--- src/rtl/mtb_pkg.sv ---
package mtb_pkg;

    typedef enum logic [2:0] {
        OP_TICK   = 3'd0,
        OP_SET_W  = 3'd1,
        OP_SET_T  = 3'd2,
        OP_BASE   = 3'd3,
        OP_OFFSET = 3'd4
    } op_t;

    localparam logic [0:0] CFG_SLEW   = 1'b0;
    localparam logic [0:0] CFG_THRESH = 1'b1;

    localparam logic [14:0] SLEW_RESET   = 15'd1911;
    localparam logic [14:0] THRESH_RESET = 15'd164;

    // Back-end command type.
    typedef enum logic [1:0] {
        CMD_BASE   = 2'd0,
        CMD_OFFSET = 2'd1,
        CMD_PASS   = 2'd2
    } cmd_t;

    // Back-end sequencer states.
    typedef enum logic [1:0] {
        ST_IDLE, ST_READ, ST_MUL, ST_OUT
    } bst_t;

    // One classified vertex command that travels from front to back.
    typedef struct packed {
        cmd_t               cmd;
        logic [9:0]         vtx;
        logic signed [15:0] weight;
        logic [5:0][31:0]   comp;
    } vcmd_t;

    // Saturating blend: acc + floor((off*w + 2^13) / 2^14).
    function automatic logic [31:0] blend_sat(input logic [31:0] acc,
                                              input logic signed [47:0] prod);
        logic signed [48:0] r;
        logic signed [49:0] s;
        begin
            r = (49'(prod) + 49'sd8192) >>> 14;
            s = 50'($signed(acc)) + 50'(r);
            if (s > 50'sd2147483647)
                blend_sat = 32'h7fffffff;
            else if (s < -50'sd2147483648)
                blend_sat = 32'h80000000;
            else
                blend_sat = s[31:0];
        end
    endfunction

endpackage

--- src/rtl/mtb_queue.sv ---
module mtb_queue (
    input  logic           aclk,
    input  logic           aresetn,
    input  logic           in_valid,
    output logic           in_ready,
    input  mtb_pkg::vcmd_t in_data,
    output logic           out_valid,
    input  logic           out_ready,
    output mtb_pkg::vcmd_t out_data
);
    import mtb_pkg::*;

    // Two-entry queue.
    vcmd_t      mem_reg [2];
    logic       wp_reg;
    logic       rp_reg;
    logic [1:0] cnt_reg;

    logic push, pop;
    assign in_ready  = cnt_reg != 2'd2;
    assign out_valid = cnt_reg != 2'd0;
    assign out_data  = mem_reg[rp_reg];
    assign push = in_valid && in_ready;
    assign pop  = out_valid && out_ready;

    always_ff @(posedge aclk) begin
        if (push)
            mem_reg[wp_reg] <= in_data;
    end

    always_ff @(posedge aclk) begin
        if (!aresetn) begin
            wp_reg  <= 1'b0;
            rp_reg  <= 1'b0;
            cnt_reg <= 2'd0;
        end else begin
            if (push) wp_reg <= !wp_reg;
            if (pop)  rp_reg <= !rp_reg;
            cnt_reg <= cnt_reg + {1'b0, push} - {1'b0, pop};
        end
    end
endmodule

--- config.mk ---
export PLATFORM = sky130hd
export DESIGN_NAME = mtb_queue
export DESIGN_NICKNAME = d
export VERILOG_FILES = /design/src/rtl/mtb_pkg.sv /design/src/rtl/mtb_queue.sv
export SDC_FILE = /design/constraint.sdc
export NUM_CORES = 1
export LEC_CHECK = 0
export BUFFER_PORTS_ARGS = -buffer_cell sky130_fd_sc_hd__buf_2
export CORE_ASPECT_RATIO = 1.75
export CORE_MARGIN = 4
export CORE_UTILIZATION = 45
export CTS_CLUSTER_DIAMETER = 30
export DETAILED_ROUTE_END_ITERATION = 6
export PLACE_DENSITY = 0.76
export SLEW_MARGIN = 20
export SYNTH_ARGS = -nofsm -noshare
export SYNTH_HDL_FRONTEND = slang
export SYNTH_SLANG_ARGS = --single-unit
--- constraint.sdc ---
create_clock -name aclk -period 8.36 [get_ports aclk]
set_input_delay 0 -clock aclk [delete_from_list [all_inputs] [get_ports aclk]]
set_output_delay 0 -clock aclk [all_outputs]
set_load 0.01 [all_outputs]
==> impl_metrics.tcl <==
set metrics [dict create \
    die_w_um 151 \
    place_inst 1605 \
    wl_per_cell_um 20.2 \
    grt_pass1_wl_mm 57.8 \
    die_area_um2 39200 \
    hpwl_mm 23.7 \
    viasPerCell 4.86 \
    yosys.cell_types.count 25 \
    die_y_um 259 \
    max_cap_viol_count 0 \
    h-tree-depth 2 \
    status "complete, no violations" \
    post-cts-setup-buffers 0 \
    yosysWarnings 0 \
    largest_register_ffs 440 \
    crit_arrival_ns 3.16 \
    crit_fanout 77 \
    min_period_ns 3.16 \
    placementRows 91 \
    vias 9405 \
    ir_drop_mv 0.246 \
    syn_area_um2 16200 \
    io_pins 446 \
    critPathCaptureType "output pin" \
    cp.required_ns 8.36 \
    cts.sinks 445 \
    total_power_w 0.00637 \
    final_core_util_pct 64.9 \
    coreArea_um2 35400 \
    postCtsResizedCells 0 \
    fmax_mhz 317 \
    relSlewSlack_pct 25.5 \
    r2r_setup_slack_ns 5.35 \
    port_buffers 445 \
    routed_wl_mm 39.1 \
    max_slew.worst_pin.slew_ns 1.12 \
    ctsHoldBuffers 224 \
    clockBufferDepth 3 \
    clock_latency_ns 0.57 \
    hold_path.class "input pin to flop" \
    drive_gt1_share_pct 52.6 \
    synth.avg_cell_area_um2 22.7 \
    drt_iter0_drc 427 \
    antenna_left 0 \
    remaining_drc_errors 0 \
    finalNetCount 1645 \
    fin_tns_setup_ns 0 \
    seq_area_frac_synth_pct 82.2 \
    antenna_found_initial 5 \
    syn_inst 714 \
    grt_pass1_vias 10500 \
    stdcell_count 1937 \
    grt_start_max_net_pins 146 \
    cts_root_buf "clkbuf_16" \
    grt_use_total_pct 19.3 \
    cts_buffers 54 \
    synth_fp_nets 939 \
    power.leakage_nw 8.66 \
    area_growth_pct 41.8 \
    grt_overflow_total 0 \
    clock_skew_ns 0.0254 \
    finalMaxSlewViolations 0 \
    worstSetupStartpointType "flop" \
    clk_pin_slew_ns 0.07 \
    final_cell_mix "445 x buf_2, 440 x edfxtp_1, 224 x dlygate4sd3_1" \
    whs_ns 0.150 \
    setup_viol 0 \
    cts_tree "yes" \
    path_class "flop to output pin" \
    initial_utilization_pct 45.8 \
    gp_congestion 0.760 \
    power-per-cell-area_nw_per_um2 277 \
    finalHoldViolations 0 \
    min_period_over_period_pct 37.8 \
    ys_ff_latch 445 \
    rsz0062_at_grt "false" \
    dr.pass1.iters 5 \
    final_common_cell "buf_2" \
]
worst max-delay path, stage by stage (launching register included):
cell	delay, ns
dfxtp_4	0.96
buf_4	0.92
mux2_2	0.44
buf_2	0.15
synth_stat cells:
library cell	n	share of area, %
edfxtp_1	440	82
mux2_2	220	15
buf_6	20	1.4
dfxtp_1	5	0.62
nor2_1	4	0.093
and3_1	2	0.077
buf_2	2	0.062
buf_4	2	0.093
inv_1	2	0.046
o21ai_0	2	0.062
a21bo_2	1	0.062
a21oi_1	1	0.031
and2_1	1	0.039
and2b_1	1	0.046
ha_1	1	0.077
nand2b_1	1	0.039
nand3_1	1	0.031
nand3b_1	1	0.046
nor3_1	1	0.031
nor4_1	1	0.039
nor4bb_1	1	0.062
o21ba_2	1	0.062
o31a_1	1	0.054
or2_2	1	0.039
xor2_1	1	0.054
path summary, 6_finish.rpt:
path / startpoint / endpoint / depth (start not counted)
setup / recovery: flop / out_data[74] / 3
hold / removal: in_data[212] / mem_reg[1][212] / 2
setup reg to reg: cnt_reg[0] / mem_reg[0][78] / 4
hold reg to reg: rp_reg / rp_reg / 2
final cells by class:
class	instances	area, µm²
clock buffers	59	1390
repair buffers	674	4510
flip-flops and latches	445	13300
fillers	2312	12400
inverters	2	15.0
well taps	465	582
multi-input cells	243	2640
diodes	6	15.0
clock inverters	43	507
where the power goes:
part | internal (W) | leakage, nW | switching (W)
combinational | 0.000576 | 3.59 | 0.000636
sequential | 0.00271 | 4.16 | 0.0000870
clock | 0.00140 | 0.916 | 0.000956
per-layer routing:
| metal | vias to the layer above | part of all wire (%) | track usage (%) |
|---|---|---|---|
| li1 | 4291 | - | - |
| met1 | 4605 | 33 | 19.6 |
| met2 | 398 | 56 | 36.4 |
| met3 | 111 | 6.0 | 4.16 |
| met4 | 0 | 5.0 | 9.58 |
| met5 | - | 0 | 0 |
through the flow:
step / worst slack (ns) / instance area (µm²)
after floorplan: 2.05 / 16200
after global placement: 5.36 / 18800
after detailed placement: 5.32 / 18800
after CTS: 5.16 / 23000
after global routing: 5.05 / 23000
final: 5.20 / 23000
logic make-up (layout without fill, tap and decap cells):
kind of cell,count (synthesis),in the layout,share of synthesized area (%)
AOI/OAI and AO/OA,6,6,0.270
xor gates and xnor gates,1,1,0.0541
adders and majority gates,1,1,0.0772
buffers and inverters,26,778,1.59
DFF,445,445,82.2
muxes,220,220,15.3
other,0,6,0
and+or+nand+nor,15,15,0.541
No activity file was read; power rests on OpenSTA's default activity.
