<file path="config.mk">
export PLATFORM = sky130hd
export DESIGN_NAME = mtb_front
export DESIGN_NICKNAME = d
export VERILOG_FILES = /design/src/rtl/mtb_pkg.sv /design/src/rtl/mtb_front.sv
export SDC_FILE = /design/constraint.sdc
export NUM_CORES = 1
export LEC_CHECK = 0
export BUFFER_PORTS_ARGS = -buffer_cell sky130_fd_sc_hd__buf_2
export CELL_PAD_IN_SITES_DETAIL_PLACEMENT = 1
export CELL_PAD_IN_SITES_GLOBAL_PLACEMENT = 2
export CORE_ASPECT_RATIO = 0.9
export CORE_MARGIN = 2
export CORE_UTILIZATION = 44
export CTS_BUF_LIST = sky130_fd_sc_hd__clkbuf_8
export DETAILED_ROUTE_END_ITERATION = 10
export GPL_TIMING_DRIVEN = 0
export PLACE_DENSITY_LB_ADDON = 0.1
export SLEW_MARGIN = 15
export SYNTH_ARGS = -nofsm -noshare
export SYNTH_HDL_FRONTEND = slang
export SYNTH_SLANG_ARGS = --single-unit
</file>
<file path="constraint.sdc">
create_clock -name aclk -period 14.2 [get_ports aclk]
set_input_delay 1.42 -clock aclk [delete_from_list [all_inputs] [get_ports aclk]]
set_output_delay 1.42 -clock aclk [all_outputs]
set_load 0.05 [all_outputs]
</file>
<file path="src/rtl/mtb_pkg.sv">
package mtb_pkg;

    typedef enum logic [2:0] {
        OP_TICK   = 3'd0,
        OP_SET_W  = 3'd1,
        OP_SET_T  = 3'd2,
        OP_BASE   = 3'd3,
        OP_OFFSET = 3'd4
    } op_t;

    localparam logic [0:0] CFG_SLEW   = 1'b0;
    localparam logic [0:0] CFG_THRESH = 1'b1;

    localparam logic [14:0] SLEW_RESET   = 15'd1911;
    localparam logic [14:0] THRESH_RESET = 15'd164;

    // Back-end command type.
    typedef enum logic [1:0] {
        CMD_BASE   = 2'd0,
        CMD_OFFSET = 2'd1,
        CMD_PASS   = 2'd2
    } cmd_t;

    // Back-end sequencer states.
    typedef enum logic [1:0] {
        ST_IDLE, ST_READ, ST_MUL, ST_OUT
    } bst_t;

    // One classified vertex command that travels from front to back.
    typedef struct packed {
        cmd_t               cmd;
        logic [9:0]         vtx;
        logic signed [15:0] weight;
        logic [5:0][31:0]   comp;
    } vcmd_t;

    // Saturating blend: acc + floor((off*w + 2^13) / 2^14).
    function automatic logic [31:0] blend_sat(input logic [31:0] acc,
                                              input logic signed [47:0] prod);
        logic signed [48:0] r;
        logic signed [49:0] s;
        begin
            r = (49'(prod) + 49'sd8192) >>> 14;
            s = 50'($signed(acc)) + 50'(r);
            if (s > 50'sd2147483647)
                blend_sat = 32'h7fffffff;
            else if (s < -50'sd2147483648)
                blend_sat = 32'h80000000;
            else
                blend_sat = s[31:0];
        end
    endfunction

endpackage

</file>
<file path="src/rtl/mtb_front.sv">
module mtb_front #(
    parameter int ACTIONS  = 16,
    parameter int VERTICES = 1024
) (
    input  logic                  aclk,
    input  logic                  aresetn,
    input  logic                  in_valid,
    output logic                  in_ready,
    input  logic [2:0]            in_op,
    input  logic [3:0]            in_action,
    input  logic [9:0]            in_vertex,
    input  logic                  in_auto,
    input  logic [15:0]           in_weight,
    input  logic [5:0][31:0]      in_comp,
    input  logic [14:0]           slew_step,
    input  logic [14:0]           threshold,
    output logic                  q_valid,
    input  logic                  q_ready,
    output mtb_pkg::vcmd_t        q_data
);
    import mtb_pkg::*;

    localparam int AW = (ACTIONS > 1) ? $clog2(ACTIONS) : 1;

    logic signed [15:0] weight_reg [ACTIONS];
    logic signed [15:0] target_reg [ACTIONS];
    logic [ACTIONS-1:0] auto_reg;

    // Tick walker: one action per cycle.
    logic          tick_busy_reg;
    logic [AW-1:0] tick_idx_reg;

    logic          act_ok;
    logic [AW-1:0] aidx;
    logic signed [15:0] w_sel;
    logic [15:0]   w_mag;
    logic          vtx_ok;
    logic          take;
    logic          op_vert;

    assign act_ok = 32'(in_action) < ACTIONS;
    assign aidx   = AW'(in_action);
    assign vtx_ok = 32'(in_vertex) < VERTICES;
    assign w_sel  = act_ok ? weight_reg[aidx] : 16'sd0;
    assign w_mag  = w_sel[15] ? 16'(-w_sel) : w_sel;
    assign op_vert = (in_op == OP_BASE || in_op == OP_OFFSET) && vtx_ok;

    assign in_ready = !tick_busy_reg && (!op_vert || q_ready);
    assign take     = in_valid && in_ready;
    assign q_valid  = in_valid && !tick_busy_reg && op_vert;

    // Classified command into the queue.
    always_comb begin
        q_data.vtx    = in_vertex;
        q_data.comp   = in_comp;
        q_data.weight = w_sel;
        if (in_op == OP_BASE)
            q_data.cmd = CMD_BASE;
        else if (w_mag > {1'b0, threshold})
            q_data.cmd = CMD_OFFSET;
        else
            q_data.cmd = CMD_PASS;
    end

    // Slew step for the action under the walker.
    logic signed [16:0] diff;
    logic signed [16:0] st;
    logic signed [15:0] slewed;
    always_comb begin
        diff = 17'(target_reg[tick_idx_reg]) - 17'(weight_reg[tick_idx_reg]);
        st   = {2'b00, slew_step};
        if (diff > st)
            slewed = 16'(17'(weight_reg[tick_idx_reg]) + st);
        else if (diff < -st)
            slewed = 16'(17'(weight_reg[tick_idx_reg]) - st);
        else
            slewed = target_reg[tick_idx_reg];
    end

    // Control of the tick walker.
    always_ff @(posedge aclk) begin
        if (!aresetn) begin
            tick_busy_reg <= 1'b0;
            tick_idx_reg  <= '0;
        end else if (tick_busy_reg) begin
            if (32'(tick_idx_reg) == ACTIONS - 1) begin
                tick_busy_reg <= 1'b0;
                tick_idx_reg  <= '0;
            end else begin
                tick_idx_reg <= tick_idx_reg + 1'b1;
            end
        end else if (take && in_op == OP_TICK) begin
            tick_busy_reg <= 1'b1;
            tick_idx_reg  <= '0;
        end
    end

    // Action table.
    always_ff @(posedge aclk) begin
        if (!aresetn) begin
            for (int i = 0; i < ACTIONS; i++) begin
                weight_reg[i] <= '0;
                target_reg[i] <= '0;
            end
            auto_reg <= '0;
        end else if (tick_busy_reg) begin
            if (auto_reg[tick_idx_reg])
                weight_reg[tick_idx_reg] <= slewed;
        end else if (take && act_ok) begin
            if (in_op == OP_SET_W) begin
                weight_reg[aidx] <= in_weight;
            end else if (in_op == OP_SET_T) begin
                target_reg[aidx] <= in_weight;
                auto_reg[aidx]   <= in_auto;
            end
        end
    end
endmodule

</file>
==> metrics.md <==
| Metric | Value |
|---|---|
| Total clock sinks | 537 |
| GRT overflow | 0 |
| Xor/xnor share of the synthesized area | 1.467% |
| Initial Util | 44.37% |
| Drt via density | 5.959 |
| Core ar. | 69990 um2 |
| # fillers | 7350 |
| CTS H-tree lvls | 3 |
| Post-Synth Adder-Cell Area | 4.054% |
| RSZ-0062 raised after global routing | false |
| Simple-Gate Fraction of Synth Area | 12.87% |
| Pwr/cell area | 114.2 nW/um2 |
| CP cell instances | clkbuf_1 -> clkbuf_1 -> clkbuf_1 -> buf_2 -> buf_1 -> buf_1 -> mux4_2 -> mux4_2 -> buf_1 -> nand2_1 -> o21ai_0 -> ha_1 -> nor2b_1 -> o21a_1 -> o21a_1 -> o21ai_0 -> nand2b_1 -> a21oi_1 -> nor2_1 -> o21ai_0 -> o31a_1 -> nor2b_1 -> buf_2 |
| WP data arrival | 9610 ps |
| Hold Vio Cnt, Final | 0 |
| Status | completed |
| Clk pin slew, worst setup/hold paths | 50 ps |
| FMAX | 90.67 MHz |
| Area of the multi-input gates | 12970 um2 |
| Top cell type's share of synthesized area | 49.51% |
| Synth top cells by count | edfxtp_1, nor2_1, and2_1 |
| Sequential fraction of the synthesis area | 51.12% |
| Ys async rst share | 0% |
| Grt peak-use layer | met2 |
| Final setup fails | 0 |
| Proportion of synthesized area in mux cells | 18.14% |
| Pins Over Slew Limit | 0 |
| Row count | 92 |
| PnR Total Power | 4090 uW |
| Worst slack, placed | 2735 ps |
| CP endpoint kind | output port |
| Top post-synthesis cells by area | edfxtp_1, mux4_2, and2_1 |
| FF/Latch Area | 15880 um2 |
| Netlist Area Pre-Place | 31050 um2 |
| Setup tns final | 0 ps |
| Most common flop cell mapped by yosys | edfxtp_1 |
| MaxCap Viol Count | 0 |
| Hold WC Path Type | reg -> reg |
| Area Overhead vs Synth | 15.30% |
| Relative slew slack | 18.00% |
| YS warnings | 0 |
| VDD IR max | 62.98 uV |
| Worst-path fanout max | 10 |
| Buf/Inv on CP | 8 |
| Drt wl/cell | 30.28 um |
| Routed via count | 22692 |
| GR Layer Usage met2 | 47.19% |
| Slew at the pin closest to its max-slew limit | 1227 ps |
| Drc violations | 0 |
| Syn Area/Cell | 12.87 um2 |
| Clk_lat worst skew | 720 ps |
| Chip height | 256.0 um |
| Largest net degree at the start of global routing | 18 |
| EDFF count, synth | 512 |
| Post-CTS Setup Inserts | 0 |
| CTS tree | built |
| GRT Total Usage | 31.59% |
| Final WS setup | 3171 ps |
| Post-layout min period | 11030 ps |
| Number of synthesized register bits | 537 |
| WP data required | 12780 ps |
| Max Root-Sink Buffers | 3 |
| Grt met1 use | 46.18% |
| Top Family by Delay on Critical Path | buffers and inverters |
| Post-route clock period utilization | 77.67% |
| Vias in the first global route | 23506 |
| Port buffer count | 275 |
| Max incr delay on CP | 780 ps |
| Initial antenna violation count | 4 |
| Crit path launch type | primary input |
| Layout cell share with drive strength beyond 1 | 31.56% |
| Root buffer cell | clkbuf_8 |
| Cts bufs inserted | 94 |
| First-pass GRT wire length | 165600 um |
| Die area | 72720 um2 |
| Largest family of logic cells by synthesized area | multiplexers |
| M3 GR Usage | 6.747% |
| Synth cell types | 69 |
| Cts hold-fix bufs | 0 |
| Final clock skew | 62.33 ps |
| Flop2flop setup slack | 3490 ps |
| Io pins | 482 |
| Post-DP HPWL | 86040 um |
| Final WL | 115300 um |
| Final Util | 51.15% |
| Most common cell in the netlist | edfxtp_1 |
| Compound-cell area share of the yosys netlist | 4.577% |
| Post-cts gate resize count | 0 |
| Final GP Congestion | 0.8771 |
| Synth Net Count | 2770 |
| Detail Route Antenna Nets | 0 |
| Cell count after synthesis | 2412 |
| DR iter-0 viols | 2640 |
| Critical-path top delay cell | clkbuf_1 |
| Final-stage net count | 3156 |
| Total iterations of the first detailed-routing run | 5 |
| Dominant cell type by area after synthesis | edfxtp_1 |
| Worst Setup Path Type | in -> out |
| Die width | 284.0 um |
| LEAKAGE | 0.01374 uW |
## metal layers
metal  vias to the layer above  part of all wire, %  wire length [um]
met4                         0                  3.1              3548
met1                     11749                   42             48800
met5                         -                    0                 0
met3                       210                   10             12080
met2                      1260                   44             50880
li1                       9473                    -                 -
## worst min-delay path, cell delays in order, from the launching register on
cell     delay [ps]
dfxtp_1         310
inv_1            40
o21ai_0          70
## logic make-up after synthesis
logic type / Yosys count
AO/OA/AOI/OAI: 223
XOR/XNOR: 52
adder cells (fa/ha/maj): 99
buffers and inverters: 435
flip-flops: 537
multiplexers: 257
AND/OR/NAND/NOR: 809
## final cells by class
type | instances | area share, %
inverter | 88 | 0.9226
multi-input combinational | 1440 | 36.23
sequential | 537 | 44.34
buffer | 347 | 5.854
clock inverter | 68 | 1.097
antenna | 4 | 0.02796
timing repair buffer | 290 | 4.631
tap | 940 | 3.285
clock buffer | 94 | 3.614
## placed cells by master, fill, tap and decap left out, drive strengths merged, types with 14 or more instances in the layout
cell type  count
nor2         311
mux4         244
buf          515
nand2         98
nand3         22
and2         260
clkbuf       216
a21oi         52
inv          128
a21o          18
clkinv        22
o21ai         71
ha            95
dfxtp         25
nor3          30
edfxtp       512
xnor2         46
nand2b        19
o31ai         14
nor2b         17
## power by group
group | internal, uW | leakage (uW) | switching (uW)
Clock | 672 | 0.000988 | 668
Combinational | 303 | 0.00728 | 643
Sequential | 1780 | 0.00547 | 20.9
## final timing paths
check	startpoint	end	cells past startpoint
setup reg to reg	register	weight_reg[0][8]	26
setup / recovery	in_action[1]	q_data[219]	23
hold reg to reg	auto_reg[9]	auto_reg[9]	2
hold / removal	auto_reg[9]	auto_reg[9]	2
## per-stage QoR
step	area (um2)	cells	hold slack (ps)
5_1_grt	35800	3806	507.6
6_report	35800	3808	472.9
2_1_floorplan	31050	2412	441.9
3_3_place_gp	33600	3627	461.6
4_1_cts	35750	3802	474.0
3_5_place_dp	34070	3640	470.1
Note: power is estimated with default switching activity, not from simulation.
